## src/rtl/core/jcur_pkg.sv

```systemverilog
// Shared widths, reset values, register indexes and the step table for the
// joystick cursor block. No dependencies.
`default_nettype none

package jcur_pkg;

    // Defaults for the top-level parameters
    localparam int SAMPLE_BITS_DEF = 10;
    localparam int MAP_SIZE_DEF    = 2048;

    // Field widths
    localparam int CENTER_W  = 10;
    localparam int DZ_W      = 9;
    localparam int HALF_W    = 5;
    localparam int POS_W     = 9;
    localparam int MAP_OFF_W = 11;
    localparam int SCR_W     = 10;
    localparam int MAP_W     = 12;
    localparam int STEP_M_W  = 10;
    localparam int STEP_W    = 4;
    localparam int STEP_N_W  = 3;
    localparam int SUM_W     = 11;

    // Config port
    localparam int CFG_IDX_W  = 3;
    localparam int CFG_DATA_W = 11;

    localparam logic [CFG_IDX_W-1:0] REG_CENTER     = 3'd0;
    localparam logic [CFG_IDX_W-1:0] REG_DEADZONE   = 3'd1;
    localparam logic [CFG_IDX_W-1:0] REG_HALF       = 3'd2;
    localparam logic [CFG_IDX_W-1:0] REG_LIMIT_X    = 3'd3;
    localparam logic [CFG_IDX_W-1:0] REG_LIMIT_Y    = 3'd4;
    localparam logic [CFG_IDX_W-1:0] REG_MAP_OFF_X  = 3'd5;
    localparam logic [CFG_IDX_W-1:0] REG_MAP_OFF_Y  = 3'd6;

    // Reset values
    localparam logic [CENTER_W-1:0] CENTER_RST  = 10'd512;
    localparam logic [DZ_W-1:0]     DZ_RST      = 9'd64;
    localparam logic [HALF_W-1:0]   HALF_RST    = 5'd4;
    localparam logic [POS_W-1:0]    LIMIT_X_RST = 9'd415;
    localparam logic [POS_W-1:0]    LIMIT_Y_RST = 9'd315;
    localparam logic [POS_W-1:0]    CUR_X_RST   = 9'd210;
    localparam logic [POS_W-1:0]    CUR_Y_RST   = 9'd160;

    // Saturation point of the magnitude above the deadzone
    localparam logic [STEP_M_W-1:0] M_MAX = 10'd1023;

    // Inclusive m windows where 8*sin(1.2*m/512) >= k, k = 1..7
    localparam int NUM_WIN = 7;
    localparam logic [10:0] WIN_LO [NUM_WIN] = '{
        11'd54, 11'd108, 11'd165, 11'd224, 11'd289, 11'd362, 11'd455
    };
    localparam logic [10:0] WIN_HI [NUM_WIN] = '{
        11'd1286, 11'd1232, 11'd1176, 11'd1117, 11'd1052, 11'd978, 11'd885
    };

    typedef struct packed {
        logic [CENTER_W-1:0]  center;
        logic [DZ_W-1:0]      deadzone;
        logic [HALF_W-1:0]    half;
        logic [POS_W-1:0]     limit_x;
        logic [POS_W-1:0]     limit_y;
        logic [MAP_OFF_W-1:0] map_off_x;
        logic [MAP_OFF_W-1:0] map_off_y;
    } t_cfg;

    // floor(8*sin(1.2*m/512)): count of windows holding m
    function automatic logic [STEP_N_W-1:0] floor_step(input logic [STEP_M_W-1:0] m);
        logic [STEP_N_W-1:0] n;
        logic [10:0]         mx;
        n  = '0;
        mx = {1'b0, m};
        for (int k = 0; k < NUM_WIN; k++) begin
            if (mx >= WIN_LO[k] && mx <= WIN_HI[k]) begin
                n = n + 3'd1;
            end
        end
        return n;
    endfunction

endpackage

`default_nettype wire

```

## src/rtl/core/jcur_cfg.sv

```systemverilog
// Configuration register file for the joystick cursor.
// Depends on jcur_pkg.
`default_nettype none

module jcur_cfg #(
    parameter int MAP_SIZE = jcur_pkg::MAP_SIZE_DEF
) (
    input  logic                           i_clk,
    input  logic                           i_rst_n,
    input  logic                           i_cfg_wr_en,
    input  logic [jcur_pkg::CFG_IDX_W-1:0] i_cfg_addr,
    input  logic [jcur_pkg::CFG_DATA_W-1:0] i_cfg_wdata,
    output jcur_pkg::t_cfg                 o_cfg
);
    import jcur_pkg::*;

    // map column/row at screen zero that puts the start cursor mid-map
    localparam logic [MAP_OFF_W-1:0] MAP_OFF_X_RST =
        MAP_OFF_W'(MAP_SIZE / 2 - int'(CUR_X_RST));
    localparam logic [MAP_OFF_W-1:0] MAP_OFF_Y_RST =
        MAP_OFF_W'(MAP_SIZE / 2 - int'(CUR_Y_RST));

    t_cfg r_cfg;

    always_ff @(posedge i_clk) begin
        if (!i_rst_n) begin
            r_cfg.center    <= CENTER_RST;
            r_cfg.deadzone  <= DZ_RST;
            r_cfg.half      <= HALF_RST;
            r_cfg.limit_x   <= LIMIT_X_RST;
            r_cfg.limit_y   <= LIMIT_Y_RST;
            r_cfg.map_off_x <= MAP_OFF_X_RST;
            r_cfg.map_off_y <= MAP_OFF_Y_RST;
        end else if (i_cfg_wr_en) begin
            unique case (i_cfg_addr)
                REG_CENTER:    r_cfg.center    <= i_cfg_wdata[CENTER_W-1:0];
                REG_DEADZONE:  r_cfg.deadzone  <= i_cfg_wdata[DZ_W-1:0];
                REG_HALF:      r_cfg.half      <= i_cfg_wdata[HALF_W-1:0];
                REG_LIMIT_X:   r_cfg.limit_x   <= i_cfg_wdata[POS_W-1:0];
                REG_LIMIT_Y:   r_cfg.limit_y   <= i_cfg_wdata[POS_W-1:0];
                REG_MAP_OFF_X: r_cfg.map_off_x <= i_cfg_wdata[MAP_OFF_W-1:0];
                REG_MAP_OFF_Y: r_cfg.map_off_y <= i_cfg_wdata[MAP_OFF_W-1:0];
                default: ;
            endcase
        end
    end

    assign o_cfg = r_cfg;

endmodule

`default_nettype wire

```

## src/rtl/core/jcur_axis.sv

```systemverilog
// One cursor axis: deadzone test, step lookup, clamp and old-patch corner.
// Depends on jcur_pkg (widths, floor_step).
`default_nettype none

module jcur_axis #(
    parameter int SAMPLE_BITS = jcur_pkg::SAMPLE_BITS_DEF
) (
    input  logic signed [((SAMPLE_BITS > jcur_pkg::CENTER_W) ? SAMPLE_BITS
                          : jcur_pkg::CENTER_W):0] i_offset,
    input  logic [jcur_pkg::DZ_W-1:0]      i_deadzone,
    input  logic [jcur_pkg::HALF_W-1:0]    i_half,
    input  logic [jcur_pkg::POS_W-1:0]     i_limit,
    input  logic [jcur_pkg::MAP_OFF_W-1:0] i_map_off,
    input  logic [jcur_pkg::POS_W-1:0]     i_cur,
    output logic                           o_hit,
    output logic [jcur_pkg::POS_W-1:0]     o_next,
    output logic [jcur_pkg::SCR_W-1:0]     o_erase_scr,
    output logic [jcur_pkg::MAP_W-1:0]     o_erase_map
);
    import jcur_pkg::*;

    localparam int MAG_W = (SAMPLE_BITS > CENTER_W) ? SAMPLE_BITS : CENTER_W;

    logic [MAG_W-1:0]           w_mag;
    logic [MAG_W-1:0]           w_m_full;
    logic [STEP_M_W-1:0]        w_m;
    logic [STEP_N_W-1:0]        w_n;
    logic signed [STEP_W-1:0]   w_step;
    logic signed [SUM_W-1:0]    w_sum;

    assign w_mag    = i_offset[MAG_W] ? MAG_W'(-i_offset) : i_offset[MAG_W-1:0];
    assign o_hit    = w_mag > MAG_W'(i_deadzone);
    assign w_m_full = w_mag - MAG_W'(i_deadzone);
    assign w_m      = (w_m_full > MAG_W'(M_MAX)) ? M_MAX : w_m_full[STEP_M_W-1:0];
    assign w_n      = floor_step(w_m);

    // negative side rounds away from zero: -(n+1) == ~n
    always_comb begin
        if (!o_hit) begin
            w_step = '0;
        end else if (i_offset[MAG_W]) begin
            w_step = ~{1'b0, w_n};
        end else begin
            w_step = {1'b0, w_n};
        end
    end

    assign w_sum = $signed({2'b00, i_cur})
                 + $signed({{(SUM_W-STEP_W){w_step[STEP_W-1]}}, w_step});

    // low bound has priority: a sum below half clamps to half, even when limit is below half
    always_comb begin
        if (w_sum < $signed({{(SUM_W-HALF_W){1'b0}}, i_half})) begin
            o_next = POS_W'(i_half);
        end else if (w_sum > $signed({{(SUM_W-POS_W){1'b0}}, i_limit})) begin
            o_next = i_limit;
        end else begin
            o_next = w_sum[POS_W-1:0];
        end
    end

    assign o_erase_scr = SCR_W'(i_cur) - SCR_W'(i_half);
    assign o_erase_map = MAP_W'(i_map_off) + MAP_W'(i_cur) - MAP_W'(i_half);

endmodule

`default_nettype wire

```

## src/rtl/core/joystick_cursor_with_deadzone.sv

```systemverilog
// Joystick cursor: a request passes the input register, then the result
// register; throughput one request per cycle while m_axis_tready is high.
// Input register, one pass of step/clamp logic, result register.
// Reset (i_rst_n low, synchronous) empties both stages, restores the config
// registers to their defaults and homes the cursor to (210, 160).
// Depends on jcur_pkg, jcur_cfg, jcur_axis.
`default_nettype none

module joystick_cursor_with_deadzone #(
    parameter int SAMPLE_BITS = jcur_pkg::SAMPLE_BITS_DEF,
    parameter int MAP_SIZE    = jcur_pkg::MAP_SIZE_DEF
) (
    input  logic                            i_clk,
    input  logic                            i_rst_n,

    // config write port
    input  logic                            i_cfg_wr_en,
    input  logic [jcur_pkg::CFG_IDX_W-1:0]  i_cfg_addr,
    input  logic [jcur_pkg::CFG_DATA_W-1:0] i_cfg_wdata,

    // sample request stream
    input  logic                            s_axis_tvalid,
    output logic                            s_axis_tready,
    // tdata, low bit up: horiz_sample, vert_sample, zero pad
    input  logic [((2*SAMPLE_BITS+7)/8)*8-1:0] s_axis_tdata,

    // cursor result stream
    output logic                            m_axis_tvalid,
    input  logic                            m_axis_tready,
    // tdata, low bit up: moved, pos_x, pos_y, erase_screen_x, erase_screen_y,
    // erase_map_x, erase_map_y, zero pad
    output logic [63:0]                     m_axis_tdata
);
    import jcur_pkg::*;

    localparam int MAG_W = (SAMPLE_BITS > CENTER_W) ? SAMPLE_BITS : CENTER_W;
    localparam int OFF_W = MAG_W + 1;

    t_cfg w_cfg;

    // ---------------------------------------------------------------
    // Configuration registers
    // ---------------------------------------------------------------
    jcur_cfg #(
        .MAP_SIZE (MAP_SIZE)
    ) u_cfg (
        .i_clk       (i_clk),
        .i_rst_n     (i_rst_n),
        .i_cfg_wr_en (i_cfg_wr_en),
        .i_cfg_addr  (i_cfg_addr),
        .i_cfg_wdata (i_cfg_wdata),
        .o_cfg       (w_cfg)
    );

    // ---------------------------------------------------------------
    // Stage 1: input register
    // ---------------------------------------------------------------
    logic                   r_in_valid;
    logic [SAMPLE_BITS-1:0] r_in_h;
    logic [SAMPLE_BITS-1:0] r_in_v;
    logic                   w_advance;
    logic                   w_in_fire;

    logic                   r_out_valid;

    // stage 1 moves into the result register when that one is free or draining
    assign w_advance     = r_in_valid && (!r_out_valid || m_axis_tready);
    assign s_axis_tready = !r_in_valid || w_advance;
    assign w_in_fire     = s_axis_tvalid && s_axis_tready;

    always_ff @(posedge i_clk) begin
        if (!i_rst_n) begin
            r_in_valid <= 1'b0;
        end else if (w_in_fire) begin
            r_in_valid <= 1'b1;
        end else if (w_advance) begin
            r_in_valid <= 1'b0;
        end
    end

    always_ff @(posedge i_clk) begin
        if (w_in_fire) begin
            r_in_h <= s_axis_tdata[SAMPLE_BITS-1:0];
            r_in_v <= s_axis_tdata[2*SAMPLE_BITS-1:SAMPLE_BITS];
        end
    end

    // ---------------------------------------------------------------
    // Centering; horizontal axis is mounted inverted
    // ---------------------------------------------------------------
    logic signed [OFF_W-1:0] w_off_x;
    logic signed [OFF_W-1:0] w_off_y;

    assign w_off_x = $signed(OFF_W'(w_cfg.center)) - $signed(OFF_W'(r_in_h));
    assign w_off_y = $signed(OFF_W'(r_in_v)) - $signed(OFF_W'(w_cfg.center));

    // ---------------------------------------------------------------
    // Cursor state and per-axis step logic
    // ---------------------------------------------------------------
    logic [POS_W-1:0] r_cur_x;
    logic [POS_W-1:0] r_cur_y;

    logic             w_hit_x,   w_hit_y;
    logic [POS_W-1:0] w_next_x,  w_next_y;
    logic [SCR_W-1:0] w_scr_x,   w_scr_y;
    logic [MAP_W-1:0] w_map_x,   w_map_y;
    logic             w_moved;

    jcur_axis #(
        .SAMPLE_BITS (SAMPLE_BITS)
    ) u_axis_x (
        .i_offset    (w_off_x),
        .i_deadzone  (w_cfg.deadzone),
        .i_half      (w_cfg.half),
        .i_limit     (w_cfg.limit_x),
        .i_map_off   (w_cfg.map_off_x),
        .i_cur       (r_cur_x),
        .o_hit       (w_hit_x),
        .o_next      (w_next_x),
        .o_erase_scr (w_scr_x),
        .o_erase_map (w_map_x)
    );

    jcur_axis #(
        .SAMPLE_BITS (SAMPLE_BITS)
    ) u_axis_y (
        .i_offset    (w_off_y),
        .i_deadzone  (w_cfg.deadzone),
        .i_half      (w_cfg.half),
        .i_limit     (w_cfg.limit_y),
        .i_map_off   (w_cfg.map_off_y),
        .i_cur       (r_cur_y),
        .o_hit       (w_hit_y),
        .o_next      (w_next_y),
        .o_erase_scr (w_scr_y),
        .o_erase_map (w_map_y)
    );

    // either axis past the deadzone moves (and clamps) both axes;
    // otherwise the cursor is left alone even if it sits outside the limits
    assign w_moved = w_hit_x || w_hit_y;

    always_ff @(posedge i_clk) begin
        if (!i_rst_n) begin
            r_cur_x <= CUR_X_RST;
            r_cur_y <= CUR_Y_RST;
        end else if (w_advance && w_moved) begin
            r_cur_x <= w_next_x;
            r_cur_y <= w_next_y;
        end
    end

    // ---------------------------------------------------------------
    // Stage 2: result register
    // ---------------------------------------------------------------
    logic             r_moved;
    logic [POS_W-1:0] r_pos_x;
    logic [POS_W-1:0] r_pos_y;
    logic [SCR_W-1:0] r_scr_x;
    logic [SCR_W-1:0] r_scr_y;
    logic [MAP_W-1:0] r_map_x;
    logic [MAP_W-1:0] r_map_y;

    always_ff @(posedge i_clk) begin
        if (!i_rst_n) begin
            r_out_valid <= 1'b0;
        end else if (w_advance) begin
            r_out_valid <= 1'b1;
        end else if (m_axis_tready) begin
            r_out_valid <= 1'b0;
        end
    end

    // erase corner fields read zero on a tick without movement
    always_ff @(posedge i_clk) begin
        if (w_advance) begin
            r_moved <= w_moved;
            r_pos_x <= w_moved ? w_next_x : r_cur_x;
            r_pos_y <= w_moved ? w_next_y : r_cur_y;
            r_scr_x <= w_moved ? w_scr_x : '0;
            r_scr_y <= w_moved ? w_scr_y : '0;
            r_map_x <= w_moved ? w_map_x : '0;
            r_map_y <= w_moved ? w_map_y : '0;
        end
    end

    assign m_axis_tvalid = r_out_valid;
    assign m_axis_tdata  = {1'b0, r_map_y, r_map_x, r_scr_y, r_scr_x,
                            r_pos_y, r_pos_x, r_moved};

endmodule

`default_nettype wire
```

## config.mk

```make
export PLATFORM = sky130hd
export DESIGN_NAME = joystick_cursor_with_deadzone
export DESIGN_NICKNAME = d
export VERILOG_FILES = /design/src/rtl/core/jcur_pkg.sv /design/src/rtl/core/jcur_cfg.sv /design/src/rtl/core/jcur_axis.sv /design/src/rtl/core/joystick_cursor_with_deadzone.sv
export SDC_FILE = /design/constraint.sdc
export NUM_CORES = 1
export LEC_CHECK = 0
export ABC_AREA = 1
export BUFFER_PORTS_ARGS = -buffer_cell sky130_fd_sc_hd__buf_2
export CAP_MARGIN = 20
export CORE_UTILIZATION = 63
export CTS_BUF_LIST = sky130_fd_sc_hd__clkbuf_8
export CTS_CLUSTER_DIAMETER = 120
export DETAILED_ROUTE_END_ITERATION = 8
export HOLD_SLACK_MARGIN = 0.1
export PLACE_DENSITY = 0.83
export SETUP_SLACK_MARGIN = 0.5
export SLEW_MARGIN = 30
export SYNTH_ARGS = -nofsm -noshare
export SYNTH_HDL_FRONTEND = slang
export SYNTH_SLANG_ARGS = --single-unit
export TNS_END_PERCENT = 10
```

## constraint.sdc

```tcl
create_clock -name i_clk -period 11.47 [get_ports i_clk]
set_input_delay 2.294 -clock i_clk [delete_from_list [all_inputs] [get_ports i_clk]]
set_output_delay 2.294 -clock i_clk [all_outputs]
set_load 0.05 [all_outputs]
```

# [Word level (Yosys, flattened, before mapping)]
# Index checks and enable logic that the tools add are counted.
# Widths: inputs -> output; s select.
[totals] regBits=167 in_bits=43 output_inout_bits=66 elab_cells=154
[op_classes] n_addsub=26 magnitude_cmp=36 eq_ne=6 muxes=32 bitwise=2 n_reduce_logical=32
[op_table] cell="$le 10x11->1 const B" count=10
[op_table] cell="$ge 10x9->1 const B" count=6
[op_table] cell="$mux 9" count=6
[op_table] cell="$ge 10x8->1 const B" count=4
[op_table] cell="$le 10x10->1 const B" count=4
[op_table] cell="$mux 10" count=4
[op_table] cell="$mux 3" count=12
[op_table] cell="$add 3x1->3 const B" count=10
[op_table] cell="$add 11x9->12" count=2
[op_table] cell="$sub 12x5->12" count=2
[op_table] cell="$add 10x4->11" count=2
[op_table] cell="$gt 11x10->1" count=2
[op_table] cell="$lt 11x6->1" count=2
[op_table] cell="$sub 10x10->11" count=2
[op_table] cell="$ge 10x6->1 const B" count=2
[op_table] cell="$ge 10x7->1 const B" count=2
[op_table] cell="$gt 10x10->1 const B" count=2
[op_table] cell="$gt 10x9->1" count=2
[op_table] cell="$neg 10->10" count=2
[op_table] cell="$sub 10x9->10" count=2
[op_table] cell="$sub 9x5->10" count=2
[op_table] cell="$logic_and 1x1->1" count=17
[op_table] cell="$mux 4" count=4
[op_table] cell="$reduce_and 2->1" count=7
[op_table] cell="other kinds (10)" count=24

# [Logic depth before layout (Yosys ltp)]
# Gate-level depths: netlist of the first run.
[logic_depth] depth_word=29 depth_mapped=76 depth_no_buf=76

# [Hierarchy]
# Synthesis of the first run repeated with hierarchy kept, for this count alone.
[hier_totals] hier_cells=2018 area_unflattened_um2=14279.9
[by_module_without_submodules] module="joystick_cursor_with_deadzone" instances=1 cells_each=502 area_each_um2=4899.7 seq_area_each_um2=2892.8
[by_module_without_submodules] module="jcur_axis at u_axis_y" instances=1 cells_each=586 area_each_um2=3495.9 seq_area_each_um2=0.0
[by_module_without_submodules] module="jcur_axis at u_axis_x" instances=1 cells_each=581 area_each_um2=3404.5 seq_area_each_um2=0.0
[by_module_without_submodules] module="jcur_cfg" instances=1 cells_each=349 area_each_um2=2479.9 seq_area_each_um2=1281.2

# [Worst setup path before layout of the first run]
# Ideal clock, no wire load.
[synth_timing] path_type="flip-flop to flip-flop" from="register r_in_v[0]" to="register r_pos_y[7] (data pin)" setup_time_ns=0.266 t_arrival_ns=9.262 t_required_ns=11.204 path_slack_ns=1.941 stages_incl_launch_ff=61 path_buffers=2 period_less_slack_ns=9.529 cell_sequence="edfxtp_1 -> inv_1 -> ha_1 -> inv_1 -> fa_1 -> nand3_1 -> nand2_2 -> a21oi_2 -> o21a_1 -> buf_8 -> inv_1 -> o21ai_0 -> inv_1 -> fa_1 -> o21ai_1 -> a21oi_1 -> o21ai_1 -> nand2_1 -> [... 25 more ...] -> fa_1 -> nand2_1 -> nand2_1 -> a21oi_1 -> o21ai_1 -> a21oi_1 -> o21ai_1 -> xor2_1 -> inv_1 -> ha_1 -> a31o_2 -> nor2_1 -> o211ai_4 -> nand2_4 -> buf_12 -> nand2_1 -> nand4_1 -> o21ai_0"
[synth_between] elab_chain_len=29 elab_cells_between_ends=51 classes_between="add/sub: 10; order compare: 18; mux: 14; bitwise: 1; reduce/logical: 8"
[synth_lines] item="start, declared" line_no="joystick_cursor_with_deadzone.sv:60" text="logic [SAMPLE_BITS-1:0] r_in_v;"
[synth_lines] item="start signal, assigned" line_no="joystick_cursor_with_deadzone.sv:84" text="r_in_v <= s_axis_tdata[2*SAMPLE_BITS-1:SAMPLE_BITS];"
[synth_lines] item="$sub 10x10->11 *" line_no="joystick_cursor_with_deadzone.sv:95" text="assign w_off_y = $signed(OFF_W'(r_in_v)) - $signed(OFF_W'(w_cfg.center));"
[synth_lines] item="$neg 10->10" line_no="jcur_axis.sv:31" text="assign w_mag = i_offset[MAG_W] ? MAG_W'(-i_offset) : i_offset[MAG_W-1:0];"
[synth_lines] item="$mux 10" line_no="jcur_axis.sv:31"
[synth_lines] item="$sub 10x9->10" line_no="jcur_axis.sv:33" text="assign w_m_full = w_mag - MAG_W'(i_deadzone);"
[synth_lines] item="$gt 10x10->1" line_no="jcur_axis.sv:34" text="assign w_m = (w_m_full > MAG_W'(M_MAX)) ? M_MAX : w_m_full[STEP_M_W-1:0];"
[synth_lines] item="$mux 10" line_no="jcur_axis.sv:34"
[synth_lines] item="$le 10x11->1 / $ge 10x6->1 (equally long branches)" line_no="jcur_pkg.sv:74" text="if (mx >= WIN_LO[k] && mx <= WIN_HI[k]) begin"
[synth_lines] item="$logic_and 1x1->1" line_no="jcur_pkg.sv:74"
[synth_lines] item="[... 13 more ...]"
[synth_lines] item="$not 3->4" line_no="jcur_axis.sv:42" text="w_step = ~{1'b0, w_n};"
[synth_lines] item="$mux 4" line_no="jcur_axis.sv:41" text="end else if (i_offset[MAG_W]) begin"
[synth_lines] item="$mux 4" line_no="jcur_axis.sv:39" text="if (!o_hit) begin"
[synth_lines] item="$add 10x4->11" line_no="jcur_axis.sv:49" text="+ $signed({{(SUM_W-STEP_W){w_step[STEP_W-1]}}, w_step});"
[synth_lines] item="$gt 11x10->1" line_no="jcur_axis.sv:55" text="end else if (w_sum > $signed({{(SUM_W-POS_W){1'b0}}, i_limit})) begin"
[synth_lines] item="$mux 9" line_no="jcur_axis.sv:55"
[synth_lines] item="$mux 9" line_no="jcur_axis.sv:53" text="if (w_sum < $signed({{(SUM_W-HALF_W){1'b0}}, i_half})) begin"
[synth_lines] item="$mux 9 *" line_no="joystick_cursor_with_deadzone.sv:179" text="r_pos_y <= w_moved ? w_next_y : r_cur_y;"
[synth_lines] item="end signal, assigned" line_no="joystick_cursor_with_deadzone.sv:179"
[synth_lines] item="end, declared" line_no="joystick_cursor_with_deadzone.sv:158" text="logic [POS_W-1:0] r_pos_y;"
# Every way passes the cells marked *; elsewhere a longest branch is shown, timed or not.
# A chain may end at the register's enable or synchronous reset.

# [Final worst setup path of the first run]
[layout_timing] from="register r_in_v[0]" to="register r_pos_y[5] (data pin)"
# The elaborated chain is that of the path after synthesis.

==> results of run 1 <==
state kept, by name, indices dropped and copies added, names as in the netlist, 10 cells and up:
signal	flops
r_scr_x	10
u_cfg.o_cfg	64
r_scr_y	10
r_map_x	12
r_in_v	10
r_in_h	10
r_map_y	12
power by group through the flow:
stage | clock (mW) | combinational [mW] | sequential, mW
floorplan | 0 | 2.08 | 0.940
global placement | 0 | 2.64 | 0.792
detailed placement | 0 | 2.75 | 0.792
CTS | 0.461 | 2.77 | 0.779
global route | 0.485 | 3.27 | 0.786
finish | 0.458 | 2.88 | 0.780
kinds of logic (layout without fill, tap and decap cells):
kind of cell             after synthesis  count (layout)  synth area share, %
AO/OA/AOI/OAI                        314             314                 13.8
XOR/XNOR                              52              52                 3.76
adder cells (fa/ha/maj)              156             156                 15.7
buffers and inverters                385             502                 11.3
flip-flops                           167             167                 31.3
other                                  1               3               0.0282
AND/OR/NAND/NOR                      720             722                 24.1
metal layers:
layer | vias to the layer above | share of wire (%) | GRT usage, %
li1 | 6083 | - | -
met1 | 5534 | 43 | 40.3
met2 | 413 | 47 | 51.0
met3 | 76 | 6.6 | 4.04
met4 | 0 | 3.3 | 12.4
met5 | - | 0 | 0
worst min-delay path, cell delays in order, from the launching register on:
cell and delay (ns):
dfxtp_1 0.31, inv_1 0.06, a21oi_1 0.06
cells in the mapped netlist, types with 32 or more instances:
cell      count  area share [%]
dfxtp_1      84              13
inv_1       344             9.7
xor2_1       37             2.4
nand2_1     378              11
o211ai_1     36             2.0
edfxtp_1     83              19
a21oi_1     119             4.5
nand4_1      32             1.5
nor2_1      120             3.4
ha_1        138              13
nand3_1     102             3.8
o21ai_0      96             3.6
final timing paths:
| path | start | endpoint | slack [ns] | cells after the start |
|---|---|---|---|---|
| worst max-delay path | r_in_v[0] | r_pos_y[5] | 1.28 | 62 |
| worst min-delay path | u_cfg.o_cfg[7] | u_cfg.o_cfg[7] | 0.48 | 2 |
| worst max register to register | r_in_v[0] | r_pos_y[5] | 1.28 | 62 |
| worst min register to register | u_cfg.o_cfg[7] | u_cfg.o_cfg[7] | 0.48 | 2 |
per-stage QoR:
step | power (mW) | cells | utilization [%] | setup slack, ns
finish | 4.11 | 2186 | 71.4 | 1.28
global route | 4.54 | 2186 | 71.4 | 0.480
CTS | 4.01 | 2176 | 70.7 | 0.932
detailed placement | 3.54 | 2144 | 68.6 | 0.938
global placement | 3.43 | 2144 | 68.6 | 1.14
floorplan | 3.02 | 1795 | - | 1.94
layout make-up:
type	instances	area (sq um)	area share, %
multi-input cells	1245	7750	52.9
flip-flops and latches	167	4170	28.5
inverters	353	1330	9.10
repair buffers	117	621	4.24
well taps	270	338	2.31
clock buffers	17	234	1.60
clock inverters	15	188	1.28
diodes	2	5.00	0.0342
timing repair:
action                     in CTS  in global routing
setup endpoints to repair       0                 36
resized for setup               0                 23
setup buffers                   0                  6
==> results_dict.tcl, run 1 <==
set metrics [dict create \
    grt_usage_pct 30.6 \
    max_slew_margin_pct 42.9 \
    switchingPower_mw 2.13 \
    fin_crit_ns 10.19 \
    seqPwrFrac_pct 19.0 \
    clkPwrFrac_pct 11.1 \
    holdBufCountCts 0 \
    cts_buffers 17 \
    antenna_found_initial 2 \
    slew_violations 0 \
    power_leakage_nw 7.39 \
    dr.pass1.iters 6 \
    worst_pin_slew_ns 0.853 \
    grt-ovfl-total 0 \
    clkSinkCount 167 \
    drt_iter0_drc 848 \
    ys_seq_area_share_pct 31.3 \
    insertion_delay_ns 0.48 \
    num_vias 12106 \
    rows 52 \
    netlist-cell-type-count 61 \
    finalWirelength_microns 32600 \
    wl_per_cell_microns 14.9 \
    fill_cells 1636 \
    swShare_pct 51.7 \
    yosys_warnings 0 \
    drc_errors 0 \
    avgSynthCellArea_sq_um 7.42 \
    drive_above_1_share_pct 12.6 \
    cp-start-kind "flip-flop" \
    async_flop_share_pct 0 \
    worst_hold_slack_ns 0.478 \
    hold_class "flip-flop to flip-flop" \
    core-area_sq_um 20500 \
    place_congestion 0.911 \
    via_per_inst 5.54 \
    cap_violations 0 \
    grt_pass1_vias 11438 \
    fin_skew_ns 0.0214 \
    clk_path_buf_depth 2 \
    fp.dieH_microns 147 \
    clkSlewWorstSetupHoldPaths_ns 0.11 \
    layout_common_cells "377 x nand2_1, 344 x inv_1, 137 x ha_1, 118 x nor2_1, 117 x a21oi_1" \
    rsz0062_at_grt "yes" \
    internal-power_mw 1.99 \
    crit_type "flip-flop to flip-flop" \
    htreeDepth 4 \
    tns_ns 0 \
    ys_ff_latch 167 \
    fin_area_sq_um 14600 \
    placed_area_sq_um 14100 \
    dominantRegCellSynth "dfxtp_1" \
    slowest_stage "fa_1" \
    synth_edf_count 83 \
    outcome "finished, final reports clean" \
    die_area_sq_um 21700 \
    max_freq_mhz 98.1 \
    syn_nets 1994 \
    final-setup-viol-count 0 \
    ant_nets 0 \
    power_frac_comb_pct 69.9 \
    cts_tree "yes" \
    netlist_instances 1795 \
    endpoint_kind "flip-flop" \
    synth_area_sq_um 13300 \
    post-dp-hpwl_microns 24700 \
    grt_first_pass_wirelength_microns 53600 \
    cts-root-buf "clkbuf_8" \
    max_stage_delay_ns 0.43 \
    synthToLayoutAreaGrowth_pct 9.93 \
    crit_fanout 9 \
    crit_buf_inv 12 \
    final-hold-violation-count 0 \
    initial_core_util_pct 65.0 \
    die_width_microns 147 \
    max-vdd-ir-drop_mv 0.208 \
    io_buffers 103 \
    final_nets 2100 \
    power_density_nw_per_um2 281 \
    grt_max_degree 73 \
    ios 109 \
    fin_crit_sh_pct 88.8 \
    cp.arrival_ns 10.41 \
    cp_top_family "simple AND/OR/NAND/NOR gates" \
    cp_data_required_time_ns 11.69 \
    layout_commonest_cell "nand2_1" \
]
No activity file was read; power rests on OpenSTA's default activity.
==> inputs of run 2 (changes only) <==
--- a/config.mk
+++ b/config.mk
@@ -12,11 +12,13 @@
 export CTS_BUF_LIST = sky130_fd_sc_hd__clkbuf_8
 export CTS_CLUSTER_DIAMETER = 120
 export DETAILED_ROUTE_END_ITERATION = 8
+export GPL_TIMING_DRIVEN = 0
 export HOLD_SLACK_MARGIN = 0.1
 export PLACE_DENSITY = 0.83
 export SETUP_SLACK_MARGIN = 0.5
-export SLEW_MARGIN = 30
+export SLEW_MARGIN = 20
 export SYNTH_ARGS = -nofsm -noshare
 export SYNTH_HDL_FRONTEND = slang
+export SYNTH_HIERARCHICAL = 1
 export SYNTH_SLANG_ARGS = --single-unit
 export TNS_END_PERCENT = 10
==> run 2 against run 1 <==
Net effect: the run now ends with design-rule violations left; flip-flop and latch count stayed put; synthesized cell count is 12% higher; first-iteration DRC count is 27% higher; final cell count is 11% higher; via count is 9.4% higher; count of clock-buffer cells in the layout stayed put; fmax is 1.4% lower; global-route usage is 1.0 points higher; combinational power is 9.7% higher; register-to-register slack worse by 0.15 ns; critical path type unchanged.
==> results_dict.tcl, run 2 <==
set metrics [dict create \
    ios 109 \
    post-dp-hpwl_microns 28700 \
    synthAdderAreaFrac_pct 14.4 \
    largest_reg_flops 64 \
    slew_violations 0 \
    syn_nets 2215 \
    wl_met1_microns 15500 \
    crit_fanout 10 \
    power_leakage_nw 8.26 \
    synth-compound-area-share_pct 8.63 \
    synth_most_common_cell "nand2_1" \
    yosysTopAreaCell "edfxtp_1" \
    grt-ovfl-total 0 \
    fin_crit_sh_pct 90.1 \
    layout_common_cells "469 x nand2_1, 385 x inv_1, 219 x nor2_1, 177 x nand3_1, 136 x ha_1" \
    antenna_found_initial 2 \
    dpl.cell_count 2400 \
    holdBufCountCts 0 \
    final-setup-viol-count 0 \
    setup_ws_ns 1.14 \
    ys_seq_area_share_pct 29.2 \
    ys_ff_latch 167 \
    synthToLayoutAreaGrowth_pct 9.52 \
    finish.utilization_pct 71.0 \
    fin_total_pwr_mw 4.41 \
    pre_cts_ws_ns 1.22 \
    insertion_delay_ns 0.47 \
    ant_nets 0 \
    via_per_inst 5.44 \
    fin_cells 2437 \
    die_area_sq_um 23300 \
    htreeDepth 4 \
    rows 54 \
    grt_max_degree 65 \
    final_nets 2339 \
    dr_wl_met2_microns 17100 \
    netlist_instances 2018 \
    violations "design-rule violations" \
    synth_xor_area_share_pct 4.83 \
    place_congestion 0.978 \
    synth_area_leaders "edfxtp_1 17%, nand2_1 12%, ha_1 12%" \
    yosys_warnings 6 \
    clk_path_buf_depth 2 \
    synthTopCellsByCount "469 x nand2_1, 386 x inv_1, 221 x nor2_1" \
    max_stage_delay_ns 0.46 \
    cp-start-kind "flip-flop" \
    tns_ns 0 \
    endpoint_kind "flip-flop" \
    max_slew_margin_pct 43.1 \
    dr.pass1.iters 9 \
    async_flop_share_pct 0 \
    num_vias 13249 \
    crit_type "flip-flop to flip-flop" \
    core-area_sq_um 22000 \
    rsz0062_at_grt "no" \
    fin_crit_ns 10.33 \
    fp.dieH_microns 153 \
    clkSinkCount 167 \
    synth_top_area_share_pct 17.5 \
    hold_class "flip-flop to flip-flop" \
    max-vdd-ir-drop_mv 0.236 \
    clkSlewWorstSetupHoldPaths_ns 0.10 \
    wl_per_cell_microns 14.8 \
    fin_area_sq_um 15600 \
    synth_edf_count 83 \
    grt_pass1_vias 12733 \
    finalWirelength_microns 36000 \
    grt_first_pass_wirelength_microns 59600 \
    slowest_stage "fa_1" \
    cts_buffers 17 \
    fill_cells 1890 \
    cts-root-buf "clkbuf_8" \
    top_layer "met4" \
    cp.arrival_ns 10.49 \
    io_buffers 102 \
    drt_iter0_drc 1075 \
    route.met3.wl_microns 2450 \
    initial_core_util_pct 64.8 \
    grt_usage_pct 31.6 \
    cp_data_required_time_ns 11.63 \
    fin_skew_ns 0.0287 \
    outcome "finished, violations left" \
    final-hold-violation-count 0 \
    synth-simple-area-share_pct 30.9 \
    cap_violations 0 \
    synth_area_sq_um 14300 \
    power_density_nw_per_um2 282 \
    worst_hold_slack_ns 0.479 \
    synth_top_family_by_area "simple AND/OR/NAND/NOR gates" \
    die_width_microns 153 \
    layout_commonest_cell "nand2_1" \
    avgSynthCellArea_sq_um 7.08 \
    cts_tree "yes" \
    worst_pin_slew_ns 0.854 \
    drive_above_1_share_pct 13.4 \
    placed_area_sq_um 15100 \
    dominantRegCellSynth "dfxtp_1" \
    drc_errors 5 \
    max_freq_mhz 96.8 \
    synth.area.mux_share_pct 0 \
    netlist-cell-type-count 57 \
    path_common_cell "nand2_1" \
]
## run 2: cell families (layout without fill, tap and decap cells)
logic type                 after synthesis  in the layout
other                                    1              3
adders and majority gates              154            154
AOI/OAI and AO/OA                      189            189
and+or+nand+nor                        996            996
xor gates and xnor gates                77             77
buffers and inverters                  434            571
DFF                                    167            167
## run 2: path summary, 6_finish.rpt
check	depth (start not counted)	slack [ns]	end	from
hold / removal	2	0.48	u_cfg/o_cfg[34]	u_cfg/o_cfg[34]
setup reg to reg	61	1.14	r_pos_x[5]	u_cfg/o_cfg[54]
setup / recovery	61	1.14	r_pos_x[5]	u_cfg/o_cfg[54]
hold reg to reg	2	0.48	u_cfg/o_cfg[34]	u_cfg/o_cfg[34]
## run 2: worst max-delay path, delay by kind of cell (launching register included)
family | cells | cell delay [ns]
adders and majority gates | 10 | 3.07
and+or+nand+nor | 30 | 3.46
AOI/OAI and AO/OA | 8 | 1.50
buffers and inverters | 11 | 1.26
xor gates and xnor gates | 2 | 0.39
DFF | 1 | 0.34
## run 2: cell type report
| type | instances | area, sq um | area share (%) |
|---|---|---|---|
| timing repair buffer | 105 | 533 | 3.41 |
| clock buffer | 17 | 234 | 1.50 |
| sequential | 167 | 4170 | 26.7 |
| buffer | 35 | 218 | 1.39 |
| inverter | 399 | 1500 | 9.62 |
| multi-input combinational | 1417 | 8420 | 53.8 |
| antenna | 2 | 5.00 | 0.0320 |
| tap | 280 | 350 | 2.24 |
| clock inverter | 15 | 203 | 1.30 |
## run 2: routing by layer
layer	vias to the layer above	GRT usage [%]
met3	90	3.95
met2	478	55.9
met5	-	0
li1	6646	-
met4	0	9.72
met1	6035	40.2
## run 2: timing repair
item                                   4_1_cts  5_1_grt
buffers inserted                             0        3
gates resized for setup                      0        8
endpoints found under the hold margin        0        0
setup endpoints to repair                    0       18
## run 2: report_power, final
| part | internal (mW) | total [mW] | switching (mW) |
|---|---|---|---|
| clock network | 0.191 | 0.463 | 0.272 |
| logic | 1.12 | 3.16 | 2.04 |
| registers | 0.748 | 0.788 | 0.0400 |
| total | 2.06 | 4.41 | 2.35 |
==> inputs of run 3 (changes only) <==
--- a/config.mk
+++ b/config.mk
@@ -8,6 +8,7 @@
 export ABC_AREA = 1
 export BUFFER_PORTS_ARGS = -buffer_cell sky130_fd_sc_hd__buf_2
 export CAP_MARGIN = 20
+export CORE_ASPECT_RATIO = 0.8
 export CORE_UTILIZATION = 63
 export CTS_BUF_LIST = sky130_fd_sc_hd__clkbuf_8
 export CTS_CLUSTER_DIAMETER = 120
@@ -19,6 +20,5 @@
 export SLEW_MARGIN = 20
 export SYNTH_ARGS = -nofsm -noshare
 export SYNTH_HDL_FRONTEND = slang
-export SYNTH_HIERARCHICAL = 1
 export SYNTH_SLANG_ARGS = --single-unit
 export TNS_END_PERCENT = 10
==> run 3 against run 2 <==
Net effect: the flow now finishes without violations; non-clock buffer count rose by 3; register-to-register slack lost 0.16 ns; largest power group unchanged; hold slack worse by 0.0027 ns.
==> results_dict.tcl, run 3 (synthesis results as in run 1) <==
set metrics [dict create \
    layout_common_cells "376 x nand2_1, 343 x inv_1, 136 x ha_1, 117 x nor2_1, 116 x a21oi_1" \
    whs_endpoint "u_cfg.o_cfg[7]" \
    insertion_delay_ns 0.48 \
    slowest_stage "fa_1" \
    num_vias 12407 \
    outcome "finished, final reports clean" \
    rrSetupSlack_ns 0.97 \
    crit_fanout 10 \
    synthToLayoutAreaGrowth_pct 11.0 \
    cts_buffers 17 \
    max-vdd-ir-drop_mv 0.386 \
    max_freq_mhz 95.3 \
    crit_buf_inv 12 \
    ios 109 \
    cts-root-buf "clkbuf_8" \
    final-hold-violation-count 0 \
    fin_crit_ns 10.50 \
    hold_depth 2 \
    final-setup-viol-count 0 \
    final_nets 2124 \
    grt_usage_pct 32.2 \
    rsz0062_at_grt "no" \
    place_congestion 0.959 \
    cp_top_family "simple AND/OR/NAND/NOR gates" \
    dpl.cell_count 2166 \
    tns_ns 0 \
    initial_core_util_pct 64.3 \
    cp-start-kind "flip-flop" \
    antenna_found_initial 0 \
    layout_commonest_cell "nand2_1" \
    power_leakage_nw 7.43 \
    drt_iter0_drc 1209 \
    max_slew_margin_pct 41.4 \
    grt-ovfl-total 0 \
    clk_path_buf_depth 2 \
    cp.arrival_ns 10.69 \
    die_area_sq_um 21700 \
    clkSlewWorstSetupHoldPaths_ns 0.10 \
    path_common_cell "nand2_1" \
    ant_nets 0 \
    hold_class "flip-flop to flip-flop" \
    worst_pin_slew_ns 0.877 \
    wl_per_cell_microns 15.7 \
    crit_type "flip-flop to flip-flop" \
    fill_cells 1627 \
    slew_violations 0 \
    fin_skew_ns 0.0223 \
    grt_pass1_vias 11205 \
    cap_violations 0 \
    via_per_inst 5.62 \
    endpoint_kind "flip-flop" \
    cp_data_required_time_ns 11.66 \
    crit-reg2reg-capture "r_pos_y[5]" \
    io_buffers 102 \
    power_density_nw_per_um2 283 \
    multi_input_area_sq_um 7770 \
    die_width_microns 165 \
    drc_errors 0 \
    dr.pass1.iters 7 \
    rows 47 \
    fin_cells 2208 \
    htreeDepth 4 \
    cts_tree "yes" \
    clkSinkCount 167 \
    r2r_start "r_in_v[0]" \
    core-area_sq_um 20700 \
    seq_area_sq_um 4170 \
    fin_crit_sh_pct 91.5 \
    holdBufCountCts 0 \
    finalWirelength_microns 34700 \
    grt_first_pass_wirelength_microns 54900 \
    fp.dieH_microns 132 \
    post-dp-hpwl_microns 26900 \
    grt_max_degree 64 \
    min-delay-start "u_cfg.o_cfg[7]" \
    rr_worst_depth 61 \
    largest_reg_flops 64 \
    max_stage_delay_ns 0.43 \
    cp_num_cells 61 \
    drive_above_1_share_pct 13.1 \
]
## run 3: cell types whose count changed in the layout (fill, tap and decap cells not counted), moves of 30 or more
cell,delta
inv_1,-42
nand3_1,-76
nor2_1,-102
o211ai_1,+30
a21oi_1,+53
o21ai_0,+57
nand2_1,-93
## run 3: what timing repair did
action,in CTS,in global routing
gates resized for setup,0,34
setup endpoints to repair,0,36
buffers inserted,0,9
## run 3: routing by layer
metal	global-route usage (%)	share of wire, %	vias to the layer above
met5	0	0	-
met4	10.5	2.2	0
met3	6.10	9.0	65
met2	48.6	44	531
met1	46.1	45	5686
li1	-	-	6125
## run 3: final cells by class
cell class                      instances  area share (%)
Sequential cell                       167            28.2
Tap cell                              269            2.28
Timing Repair Buffer                  111            3.91
Inverter                              353            9.06
Multi-Input combinational cell       1243            52.5
Clock buffer                           17            1.58
Antenna cell                            1          0.0169
Clock inverter                         15            1.18
Buffer                                 32            1.19
## run 3: how the worst max path moves through the flow
stage / startpoint / endpoint / slack, ns
CTS: r_in_v[0] / r_pos_y[5] / 0.60
detailed placement: r_in_v[0] / r_pos_y[5] / 0.66
global placement: r_in_v[0] / r_pos_y[5] / 0.96
finish: r_in_v[0] / r_pos_y[5] / 0.97
floorplan: r_in_v[0] / r_pos_y[7] / 1.94
global route: r_in_v[0] / r_pos_y[3] / 0.44
## run 3: stage by stage
stage | power, mW | setup slack (ns) | util, % | hold WS, ns | cell area, sq um
3_5_place_dp | 3.61 | 0.659 | 68.5 | 0.463 | 14200
6_report | 4.19 | 0.973 | 71.4 | 0.476 | 14800
5_1_grt | 4.58 | 0.442 | 71.4 | 0.503 | 14800
4_1_cts | 4.08 | 0.597 | 70.4 | 0.478 | 14600
2_1_floorplan | 3.02 | 1.94 | - | 0.433 | 13300
3_3_place_gp | 3.51 | 0.956 | 68.4 | 0.451 | 14200
## run 3: tightest hold or removal path: stages (launching register included)
cell	delay, ns
dfxtp_1	0.31
inv_1	0.07
a21oi_1	0.06
## run 3: report_power, final
group / internal (mW) / total, mW / switching [mW]
logic: 1.06 / 2.95 / 1.89
registers: 0.742 / 0.779 / 0.0366
clock network: 0.200 / 0.454 / 0.254
total: 2.00 / 4.19 / 2.18
